`config.mk`:
```
export PLATFORM = sky130hd
export DESIGN_NAME = clcg_ctrl
export DESIGN_NICKNAME = d
export VERILOG_FILES = /design/src/hw/rtl/clcg_pkg.sv /design/src/hw/rtl/clcg_ctrl.sv
export SDC_FILE = /design/constraint.sdc
export NUM_CORES = 1
export LEC_CHECK = 0
export BUFFER_PORTS_ARGS = -buffer_cell sky130_fd_sc_hd__buf_2
export CORE_AREA = 10 10 62 59
export DETAILED_ROUTE_END_ITERATION = 16
export DIE_AREA = 0 0 72 69
export GPL_TIMING_DRIVEN = 0
export SYNTH_ARGS = -nofsm -noshare
export SYNTH_HDL_FRONTEND = slang
export SYNTH_SLANG_ARGS = --single-unit
```
`constraint.sdc`:
```
create_clock -name i_clk -period 1.9 [get_ports i_clk]
set_input_delay 0.285 -clock i_clk [delete_from_list [all_inputs] [get_ports i_clk]]
set_output_delay 0.285 -clock i_clk [all_outputs]
set_load 0.02 [all_outputs]
```
`src/hw/rtl/clcg_pkg.sv`:
```
// ============================================================================
// clcg_pkg
// Shared types, codes and arithmetic helpers for the combined LCG block.
// ============================================================================
package clcg_pkg;

    localparam logic [31:0] MOD_NARROW = 32'hFFFF_FFFF;

    localparam int CMD_W  = 3;

    localparam logic [CMD_W-1:0] CMD_GEN  = 3'd0;
    localparam logic [CMD_W-1:0] CMD_FWD  = 3'd1;
    localparam logic [CMD_W-1:0] CMD_REW  = 3'd2;
    localparam logic [CMD_W-1:0] CMD_SEED = 3'd3;
    localparam logic [CMD_W-1:0] CMD_MORE = 3'd4;

    localparam int MOP_W = 4;
    localparam logic [MOP_W-1:0] MOP_G_W    = 4'd0;
    localparam logic [MOP_W-1:0] MOP_G_N    = 4'd1;
    localparam logic [MOP_W-1:0] MOP_J_WV   = 4'd2;
    localparam logic [MOP_W-1:0] MOP_J_WA   = 4'd3;
    localparam logic [MOP_W-1:0] MOP_J_WM   = 4'd4;
    localparam logic [MOP_W-1:0] MOP_J_NV   = 4'd5;
    localparam logic [MOP_W-1:0] MOP_J_NA   = 4'd6;
    localparam logic [MOP_W-1:0] MOP_J_NM   = 4'd7;
    localparam logic [MOP_W-1:0] MOP_I_ACC  = 4'd8;
    localparam logic [MOP_W-1:0] MOP_I_BASE = 4'd9;
    localparam logic [MOP_W-1:0] MOP_I_INC  = 4'd10;

    localparam int ADDR_W = 5;
    localparam logic [1:0] REG_MUL_WIDE   = 2'd0;
    localparam logic [1:0] REG_INC_WIDE   = 2'd1;
    localparam logic [1:0] REG_MUL_NARROW = 2'd2;
    localparam logic [1:0] REG_INC_NARROW = 2'd3;

    typedef struct packed {
        logic             load;
        logic             mac_start;
        logic [MOP_W-1:0] mac_op;
        logic             wshift;
        logic             nshift;
        logic             inv_cnt;
        logic             nm_from_acc;
        logic             push;
    } t_ctl;

    typedef struct packed {
        logic mac_done;
        logic wbit;
        logic wlast;
        logic nbit;
        logic nlast;
        logic mul_le1;
        logic inv_bit;
        logic inv_last;
        logic out_free;
    } t_sts;

    function automatic logic [31:0] fold1(input logic [63:0] t);
        return t[31:0] + t[63:32];
    endfunction

    function automatic logic [31:0] fold2(input logic [63:0] t);
        logic [32:0] s;
        s = {1'b0, t[31:0]} + {1'b0, t[63:32]};
        return s[31:0] + {31'd0, s[32]};
    endfunction

    function automatic logic [31:0] modred(input logic [63:0] t);
        logic [31:0] f;
        f = fold2(t);
        return (f == MOD_NARROW) ? 32'd0 : f;
    endfunction

endpackage

```
`src/hw/rtl/clcg_ctrl.sv`:
```
// ============================================================================
// clcg_ctrl
// Controller: sequences generate, jump and inverse steps on the datapath.
// ============================================================================
module clcg_ctrl (
    input  logic           i_clk,
    input  logic           i_rst_n,
    input  logic           i_in_valid,
    output logic           o_in_ready,
    input  logic [2:0]     i_cmd,
    input  clcg_pkg::t_sts i_sts,
    output clcg_pkg::t_ctl o_ctl
);
    localparam logic [3:0] S_IDLE     = 4'd0;
    localparam logic [3:0] S_GW       = 4'd1;
    localparam logic [3:0] S_GN       = 4'd2;
    localparam logic [3:0] S_WJ_TEST  = 4'd3;
    localparam logic [3:0] S_WJ_SHIFT = 4'd4;
    localparam logic [3:0] S_WJ_M     = 4'd5;
    localparam logic [3:0] S_NJ_TEST  = 4'd6;
    localparam logic [3:0] S_NJ_SHIFT = 4'd7;
    localparam logic [3:0] S_NJ_M     = 4'd8;
    localparam logic [3:0] S_INV_INIT = 4'd9;
    localparam logic [3:0] S_INV_TEST = 4'd10;
    localparam logic [3:0] S_INV_STEP = 4'd11;
    localparam logic [3:0] S_INV_INC  = 4'd12;
    localparam logic [3:0] S_MAC_WAIT = 4'd13;
    localparam logic [3:0] S_DONE     = 4'd14;

    logic [3:0] r_state, n_state, r_ret, n_ret;

    always_ff @(posedge i_clk) begin
        if (!i_rst_n) begin
            r_state <= S_IDLE;
            r_ret   <= S_IDLE;
        end else begin
            r_state <= n_state;
            r_ret   <= n_ret;
        end
    end

    assign o_in_ready = (r_state == S_IDLE);

    always_comb begin
        n_state = r_state;
        n_ret   = r_ret;
        o_ctl   = '0;
        unique case (r_state)
            S_IDLE: begin
                if (i_in_valid) begin
                    o_ctl.load = 1'b1;
                    unique case (i_cmd)
                        clcg_pkg::CMD_GEN, clcg_pkg::CMD_SEED,
                        clcg_pkg::CMD_MORE: n_state = S_GW;
                        clcg_pkg::CMD_FWD:  n_state = S_WJ_TEST;
                        clcg_pkg::CMD_REW:  n_state = S_INV_INIT;
                        default:            n_state = S_DONE;
                    endcase
                end
            end
            S_GW: begin
                o_ctl.mac_start = 1'b1;
                o_ctl.mac_op    = clcg_pkg::MOP_G_W;
                n_ret           = S_GN;
                n_state         = S_MAC_WAIT;
            end
            S_GN: begin
                o_ctl.mac_start = 1'b1;
                o_ctl.mac_op    = clcg_pkg::MOP_G_N;
                n_ret           = S_DONE;
                n_state         = S_MAC_WAIT;
            end
            S_WJ_TEST: begin
                if (i_sts.wbit) begin
                    o_ctl.mac_start = 1'b1;
                    o_ctl.mac_op    = clcg_pkg::MOP_J_WV;
                    n_ret           = S_WJ_SHIFT;
                    n_state         = S_MAC_WAIT;
                end else begin
                    n_state = S_WJ_SHIFT;
                end
            end
            S_WJ_SHIFT: begin
                o_ctl.wshift = 1'b1;
                if (i_sts.wlast) begin
                    n_state = S_NJ_TEST;
                end else begin
                    o_ctl.mac_start = 1'b1;
                    o_ctl.mac_op    = clcg_pkg::MOP_J_WA;
                    n_ret           = S_WJ_M;
                    n_state         = S_MAC_WAIT;
                end
            end
            S_WJ_M: begin
                o_ctl.mac_start = 1'b1;
                o_ctl.mac_op    = clcg_pkg::MOP_J_WM;
                n_ret           = S_WJ_TEST;
                n_state         = S_MAC_WAIT;
            end
            S_NJ_TEST: begin
                if (i_sts.nbit) begin
                    o_ctl.mac_start = 1'b1;
                    o_ctl.mac_op    = clcg_pkg::MOP_J_NV;
                    n_ret           = S_NJ_SHIFT;
                    n_state         = S_MAC_WAIT;
                end else begin
                    n_state = S_NJ_SHIFT;
                end
            end
            S_NJ_SHIFT: begin
                o_ctl.nshift = 1'b1;
                if (i_sts.nlast) begin
                    n_state = S_DONE;
                end else begin
                    o_ctl.mac_start = 1'b1;
                    o_ctl.mac_op    = clcg_pkg::MOP_J_NA;
                    n_ret           = S_NJ_M;
                    n_state         = S_MAC_WAIT;
                end
            end
            S_NJ_M: begin
                o_ctl.mac_start = 1'b1;
                o_ctl.mac_op    = clcg_pkg::MOP_J_NM;
                n_ret           = S_NJ_TEST;
                n_state         = S_MAC_WAIT;
            end
            S_INV_INIT: begin
                n_state = i_sts.mul_le1 ? S_INV_INC : S_INV_TEST;
            end
            S_INV_TEST: begin
                if (i_sts.inv_bit) begin
                    o_ctl.mac_start = 1'b1;
                    o_ctl.mac_op    = clcg_pkg::MOP_I_ACC;
                    n_ret           = S_INV_STEP;
                    n_state         = S_MAC_WAIT;
                end else begin
                    n_state = S_INV_STEP;
                end
            end
            S_INV_STEP: begin
                if (i_sts.inv_last) begin
                    o_ctl.nm_from_acc = 1'b1;
                    n_state           = S_INV_INC;
                end else begin
                    o_ctl.inv_cnt   = 1'b1;
                    o_ctl.mac_start = 1'b1;
                    o_ctl.mac_op    = clcg_pkg::MOP_I_BASE;
                    n_ret           = S_INV_TEST;
                    n_state         = S_MAC_WAIT;
                end
            end
            S_INV_INC: begin
                o_ctl.mac_start = 1'b1;
                o_ctl.mac_op    = clcg_pkg::MOP_I_INC;
                n_ret           = S_WJ_TEST;
                n_state         = S_MAC_WAIT;
            end
            S_MAC_WAIT: begin
                if (i_sts.mac_done) begin
                    n_state = r_ret;
                end
            end
            S_DONE: begin
                if (i_sts.out_free) begin
                    o_ctl.push = 1'b1;
                    n_state    = S_IDLE;
                end
            end
            default: n_state = S_IDLE;
        endcase
    end
endmodule

```
==> impl_metrics.py, run 1 <==
metrics = {
    "synth": {
        "async_flop_share": 0,
        "synth_warnings": 0,
        "syn_nets": 143,
        "yosysTopAreaCell": "dfxtp_1",
        "syn_area_um2": 976,
        "muxShareOfSynthArea": 0.0641,
        "synth_xor_area_frac": 0.00897,
        "synth_top_area_share": 0.164,
        "synth_compound_area_frac": 0.299,
        "synth-edff-count": 0,
        "avgSynthCellArea_um2": 7.62,
        "synthAdderAreaFrac": 0,
        "synth-seq-cells": 8,
        "yosys.area_share.simple": 0.359,
        "synth_ff_type": "dfxtp_1",
        "synth_top_family_by_area": "simple AND/OR/NAND/NOR gates",
        "ys_seq_area_frac": 0.164,
        "synth_cell_types": 56,
        "synthTopCellsByArea": "dfxtp_1 (16%), a21oi_1 (5.1%), mux2i_1 (4.1%)",
        "syn_inst": 128,
    },
    "floorplan": {
        "core_um2": 2380,
        "rows": 17,
        "fp.dieW_um": 72,
        "die_h_um": 69,
        "io_pins": 27,
        "fp.dieArea_um2": 4970,
        "start_util": 0.410,
    },
    "sta": {
        "period_needed_ns": 2.00,
        "max_clock_freq_mhz": 501,
        "setup_ws_ns": -0.0975,
        "slew_headroom": 0.773,
        "rsz0062_at_grt": "yes",
        "finClkSkew_ns": 0.0111,
        "finalHoldViolations": 0,
        "worst_pin_slew_ns": 0.335,
        "tns_ns": -0.165,
        "hold_ws_ns": 0.351,
        "finalCritPeriodShare": 1.05,
        "finalSetupViolCount": 3,
        "drv_slew": 0,
    },
    "clock_tree": {
        "clock_latency_ns": 0.25,
        "htree_levels": 1,
        "clk_path_buf_depth": 2,
        "clockRootBuffer": "clkbuf_4",
        "path_clk_slew_ns": 0.06,
        "cts_buffers": 3,
        "cts_tree": "built",
        "clkSinkCount": 8,
    },
    "critical_path": {
        "cp.required_ns": 1.62,
        "endpoint_kind": "primary output",
        "cp_cell_sequence": "or4b_1, a21o_1, and3b_4, nand2_4, buf_6",
        "crit_family": "simple AND/OR/NAND/NOR gates",
        "cpPeakStageDelay_ns": 0.47,
        "cp_max_fo": 8,
        "crit_type": "flop to primary output",
        "crit_path_top_delay_cell": "or4b_1",
        "worst_ep_arrival_time_ns": 1.71,
        "crit_buf_inv": 1,
        "cp-start-kind": "flop",
    },
    "pwr": {
        "irDropWorstVdd_mv": 0.829,
        "switching_power_uw": 1060,
        "pwr-share-clk": 0.060,
        "combPwrFrac": 0.795,
        "power_density_nw_per_um2": 1670,
        "internal_power_uw": 1110,
        "power_frac_seq": 0.146,
        "p_sw_frac": 0.490,
        "p_leak_uw": 0.000547,
    },
    "routing": {
        "antenna_left": 0,
        "viasPerCell": 6.06,
        "drt_iter0_drc": 90,
        "dr.pass1.iters": 4,
        "vias": 1140,
        "wl_met2_um": 1620,
        "wl_met3_um": 284,
        "wl_per_cell_um": 18.0,
        "drt-met1-wl_um": 1420,
        "highest_layer": "met4",
        "drc_errors": 0,
        "wl_um": 3390,
    },
    "outcome": {
        "status": "finished, violations left",
        "violations": "negative setup slack",
    },
    "cells_and_area": {
        "diodes": 0,
        "fin_nets": 177,
        "syn_to_final_growth_pct": 33.3,
        "fin_util": 0.546,
        "drive_gt1_frac": 0.450,
        "fill_cells": 235,
        "seqCellArea_um2": 170,
        "multiInputGateArea_um2": 772,
    },
    "grt": {
        "grt_antenna_before_repair": 0,
        "grt_max_degree": 11,
        "grt.total_usage": 0.121,
        "grt_pass1_vias": 1014,
        "grt_pass1_wl_um": 5160,
        "grt_remaining_overflow": 0,
    },
    "worst_hold_path": {
        "hold_class": "input pin to flop",
    },
    "placed_design": {
        "portBuffers": 25,
        "dpl.hpwl_um": 2450,
        "gp_congestion": 0.909,
    },
    "job": {
        "maxCapViolCount": 0,
    },
}
final cells by class:
cell class                 instances  share of cell area
multi-input combinational        103               0.593
buffer                            11              0.0856
inverter                           6              0.0173
tap                               28              0.0269
timing repair buffer              29               0.129
sequential                         8               0.131
clock buffer                       3              0.0173
kinds of logic (layout without fill, tap and decap cells):
group,after synthesis,in the layout
xor+xnor,1,1
compound gates,41,41
flops,8,8
simple gates,55,55
buf+inv,17,49
mux,6,6
path summary, 6_finish.rpt:
path | slack, ns | cells past startpoint | to | from
worst min register to register | 0.47 | 2 | r_ret[3] | r_ret[3]
worst max register to register | 0.11 | 8 | r_ret[2] | r_state[1]
worst max-delay path | -0.1 | 5 | o_ctl[9] | r_state[0]
worst min-delay path | 0.35 | 3 | r_ret[3] | i_rst_n
stage by stage:
stage	cells	worst slack, ns	cell area, um^2	power (uW)
2_1_floorplan	128	0.0113	976	1380
3_3_place_gp	181	0.00564	1140	1720
3_5_place_dp	181	-0.0271	1140	1720
4_1_cts	187	-0.110	1240	2020
5_1_grt	188	-0.156	1300	2320
6_report	188	-0.0975	1300	2170
placed cells by master (no fill, tap or decap), types with 2 or more instances in the layout:
cell type	n
buf_2	23
a21oi_1	10
nor2_1	9
nor3_1	8
nand2_1	6
a31oi_1	6
buf_4	5
clkbuf_4	5
o21ai_0	5
buf_6	4
nand2b_1	4
inv_1	4
dfxtp_1	4
mux2i_1	3
nand3_1	3
buf_8	2
nand2b_2	2
inv_2	2
clkbuf_8	2
o32ai_1	2
o31ai_4	2
a21o_1	2
o21a_1	2
a211oi_1	2
mux2_2	2
or2b_2	2
dfxtp_4	2
dfxtp_2	2
synthesized netlist by cell type (3+ instances only):
cell / n
a31oi_1: 6
nor2_1: 10
o21ai_0: 5
nand2_1: 6
inv_1: 6
clkbuf_1: 3
a21oi_1: 10
nor3_1: 8
dfxtp_1: 8
buf_2: 3
mux2i_1: 4
nand3_1: 3
nand2b_1: 5
layer usage:
metal / up-vias / global-route usage
met5: - / 0
met4: 0 / 0.0299
met3: 8 / 0.0285
met2: 61 / 0.188
met1: 530 / 0.161
li1: 541 / -
power groups by stage:
stage / sequential (uW) / clock [uW] / combinational (uW)
after floorplan: 279 / 0 / 1100
after global placement: 297 / 0 / 1420
after detailed placement: 301 / 0 / 1420
after CTS: 312 / 131 / 1570
after global routing: 322 / 145 / 1860
final: 317 / 130 / 1730
worst register-to-register path: stages, from the launching register on:
cell	delay [ns]
dfxtp_2	0.33
buf_6	0.14
nand2b_1	0.26
a211o_1	0.22
and3b_4	0.22
nand2_4	0.06
buf_4	0.13
buf_4	0.13
a311oi_2	0.22
registers in the layout, indices dropped and copies added, names as in the netlist:
name and flops:
r_ret 4, r_state 4
timing repair:
item | CTS | global route
setup endpoints to repair | 8 | 6
hold buffers | 0 | 0
buffers inserted | 3 | 1
gates resized for setup | 19 | 15
pin swaps | 4 | 4
Note: power is estimated with default switching activity, not from simulation.
==> run 2: changes to the inputs <==
Settings changed: REMOVE_ABC_BUFFERS from default to 1.
==> run 2 against run 1 <==
The flow still finishes with violations (negative setup slack). Setup slack lost 0.044 ns. Sequential share of layout area grew 0.95 points. Sequential power grew 12%. Critical path type unchanged. Largest power group unchanged. Highest routed layer unchanged.
==> impl_metrics.py, run 2 (synthesis gave the netlist of run 1 again) <==
metrics = {
    "clock_tree": {
        "cts_hold_buf": 0,
        "path_clk_slew_ns": 0.06,
        "clkSinkCount": 8,
        "cts_buffers": 3,
        "cts_tree": "built",
        "clk_path_buf_depth": 2,
        "clockRootBuffer": "clkbuf_4",
        "clock_latency_ns": 0.26,
        "htree_levels": 1,
    },
    "cells_and_area": {
        "diodes": 0,
        "drive_gt1_frac": 0.438,
        "stdcell_area_um2": 1250,
        "reg_top3": "r_ret: 4 flops, r_state: 4 flops",
        "fin_cells": 188,
        "final_common_cell": "buf_2",
        "fin_nets": 177,
        "final_cell_mix": "buf_2 (23), buf_4 (16), a21oi_1 (10)",
        "syn_to_final_growth_pct": 27.9,
    },
    "routing": {
        "wl_um": 3260,
        "drc_errors": 0,
        "dr.pass1.iters": 4,
        "viasPerCell": 6.10,
        "antenna_left": 0,
        "drt_iter0_drc": 69,
        "vias": 1146,
        "wl_per_cell_um": 17.4,
    },
    "critical_path": {
        "cp_max_fo": 7,
        "crit_path_top_delay_cell": "or4b_4",
        "cpPeakStageDelay_ns": 0.52,
        "crit_family": "simple AND/OR/NAND/NOR gates",
        "endpoint_kind": "primary output",
        "cp-start-kind": "flop",
        "crit_buf_inv": 1,
        "cp.required_ns": 1.62,
        "worst_ep_arrival_time_ns": 1.76,
        "cp_cell_sequence": "or4b_4, a21o_1, and3b_4, nand2_4, buf_6",
        "crit_type": "flop to primary output",
    },
    "grt": {
        "grt_max_degree": 16,
        "grt_pass1_wl_um": 5340,
        "grt_remaining_overflow": 0,
        "grt_antenna_before_repair": 0,
        "grt_pass1_vias": 1120,
        "grt.total_usage": 0.125,
    },
    "sta": {
        "finalCritPeriodShare": 1.07,
        "max_clock_freq_mhz": 490,
        "slew_headroom": 0.767,
        "period_needed_ns": 2.04,
        "finalHoldViolations": 0,
        "setup_ws_ns": -0.142,
        "hold_ws_ns": 0.323,
        "finClkSkew_ns": 0.00224,
        "worst_pin_slew_ns": 0.348,
        "finalSetupViolCount": 3,
        "rsz0062_at_grt": "yes",
        "drv_slew": 0,
    },
    "floorplan": {
        "rows": 17,
        "start_util": 0.410,
        "die_h_um": 69,
        "core_um2": 2380,
        "fp.dieArea_um2": 4970,
        "io_pins": 27,
        "fp.dieW_um": 72,
    },
    "placed_design": {
        "post-place-ws_ns": -0.468,
        "portBuffers": 26,
        "dpl.hpwl_um": 2030,
        "gp_congestion": 0.810,
        "post_dp_cell_area_um2": 1060,
        "place_inst": 171,
    },
    "pwr": {
        "irDropWorstVdd_mv": 0.855,
        "power_density_nw_per_um2": 1670,
        "power_uw": 2080,
        "p_leak_uw": 0.000541,
    },
    "worst_hold_path": {
        "hold_class": "input pin to flop",
    },
    "outcome": {
        "violations": "negative setup slack",
        "status": "finished, violations left",
    },
    "job": {
        "maxCapViolCount": 0,
    },
}
==> run 2: cell count changes in the layout (fill, tap and decap cells not counted), sizes merged <==
cell	previous run	this run
clkbuf	9	3
buf	34	40
==> run 2: repair_timing <==
| item | 4_1_cts | 5_1_grt |
|---|---|---|
| buffers inserted | 14 | 0 |
| hold endpoints to repair | 0 | 0 |
| endpoints found under the setup margin | 20 | 4 |
| resized for setup | 15 | 4 |
| pin swaps | 3 | 1 |
==> run 2: layout make-up <==
class / count / area, um^2
fill: 240 / 1130
multi-input combinational: 103 / 747
timing repair buffer: 40 / 246
sequential: 8 / 175
tap: 28 / 35.0
clock buffer: 3 / 22.5
inverter: 6 / 22.5
==> run 2: per-stage QoR <==
| step | setup TNS (ns) | util |
|---|---|---|
| 6_report | -0.309 | 0.524 |
| 3_3_place_gp | -2.83 | 0.445 |
| 3_5_place_dp | -2.84 | 0.445 |
| 4_1_cts | -0.246 | 0.517 |
| 2_1_floorplan | -0.400 | - |
| 5_1_grt | -0.439 | 0.524 |
==> run 2: power breakdown <==
part,total (uW),internal [uW],switching [uW]
registers,356,249,107
logic,1590,728,861
clock network,138,72.8,65.3
total,2080,1050,1030
==> run 2: worst register-to-register path, stage by stage (launching register included) <==
cell and delay, ns:
dfxtp_4 0.37, or4b_4 0.52, a21o_1 0.21, and3b_4 0.20, nand2_4 0.07, buf_4 0.12
mux2i_1 0.17
==> run 2: routing by layer <==
layer	vias to the layer above	routed length [um]	share of wire	GRT usage
met5	-	0	0	0
met1	531	1350	0.41	0.152
met2	60	1570	0.48	0.204
met4	0	60	0.018	0.0512
li1	549	-	-	-
met3	6	280	0.086	0.0285
==> run 2: final timing paths <==
| kind | startpoint | end | slack, ns | depth (start not counted) |
|---|---|---|---|---|
| max | r_state[1] | o_ctl[9] | -0.14 | 5 |
| min | i_rst_n | r_state[0] | 0.32 | 3 |
| max reg2reg | r_state[1] | r_ret[3] | 0.15 | 6 |
| min reg2reg | r_ret[3] | r_ret[3] | 0.47 | 2 |
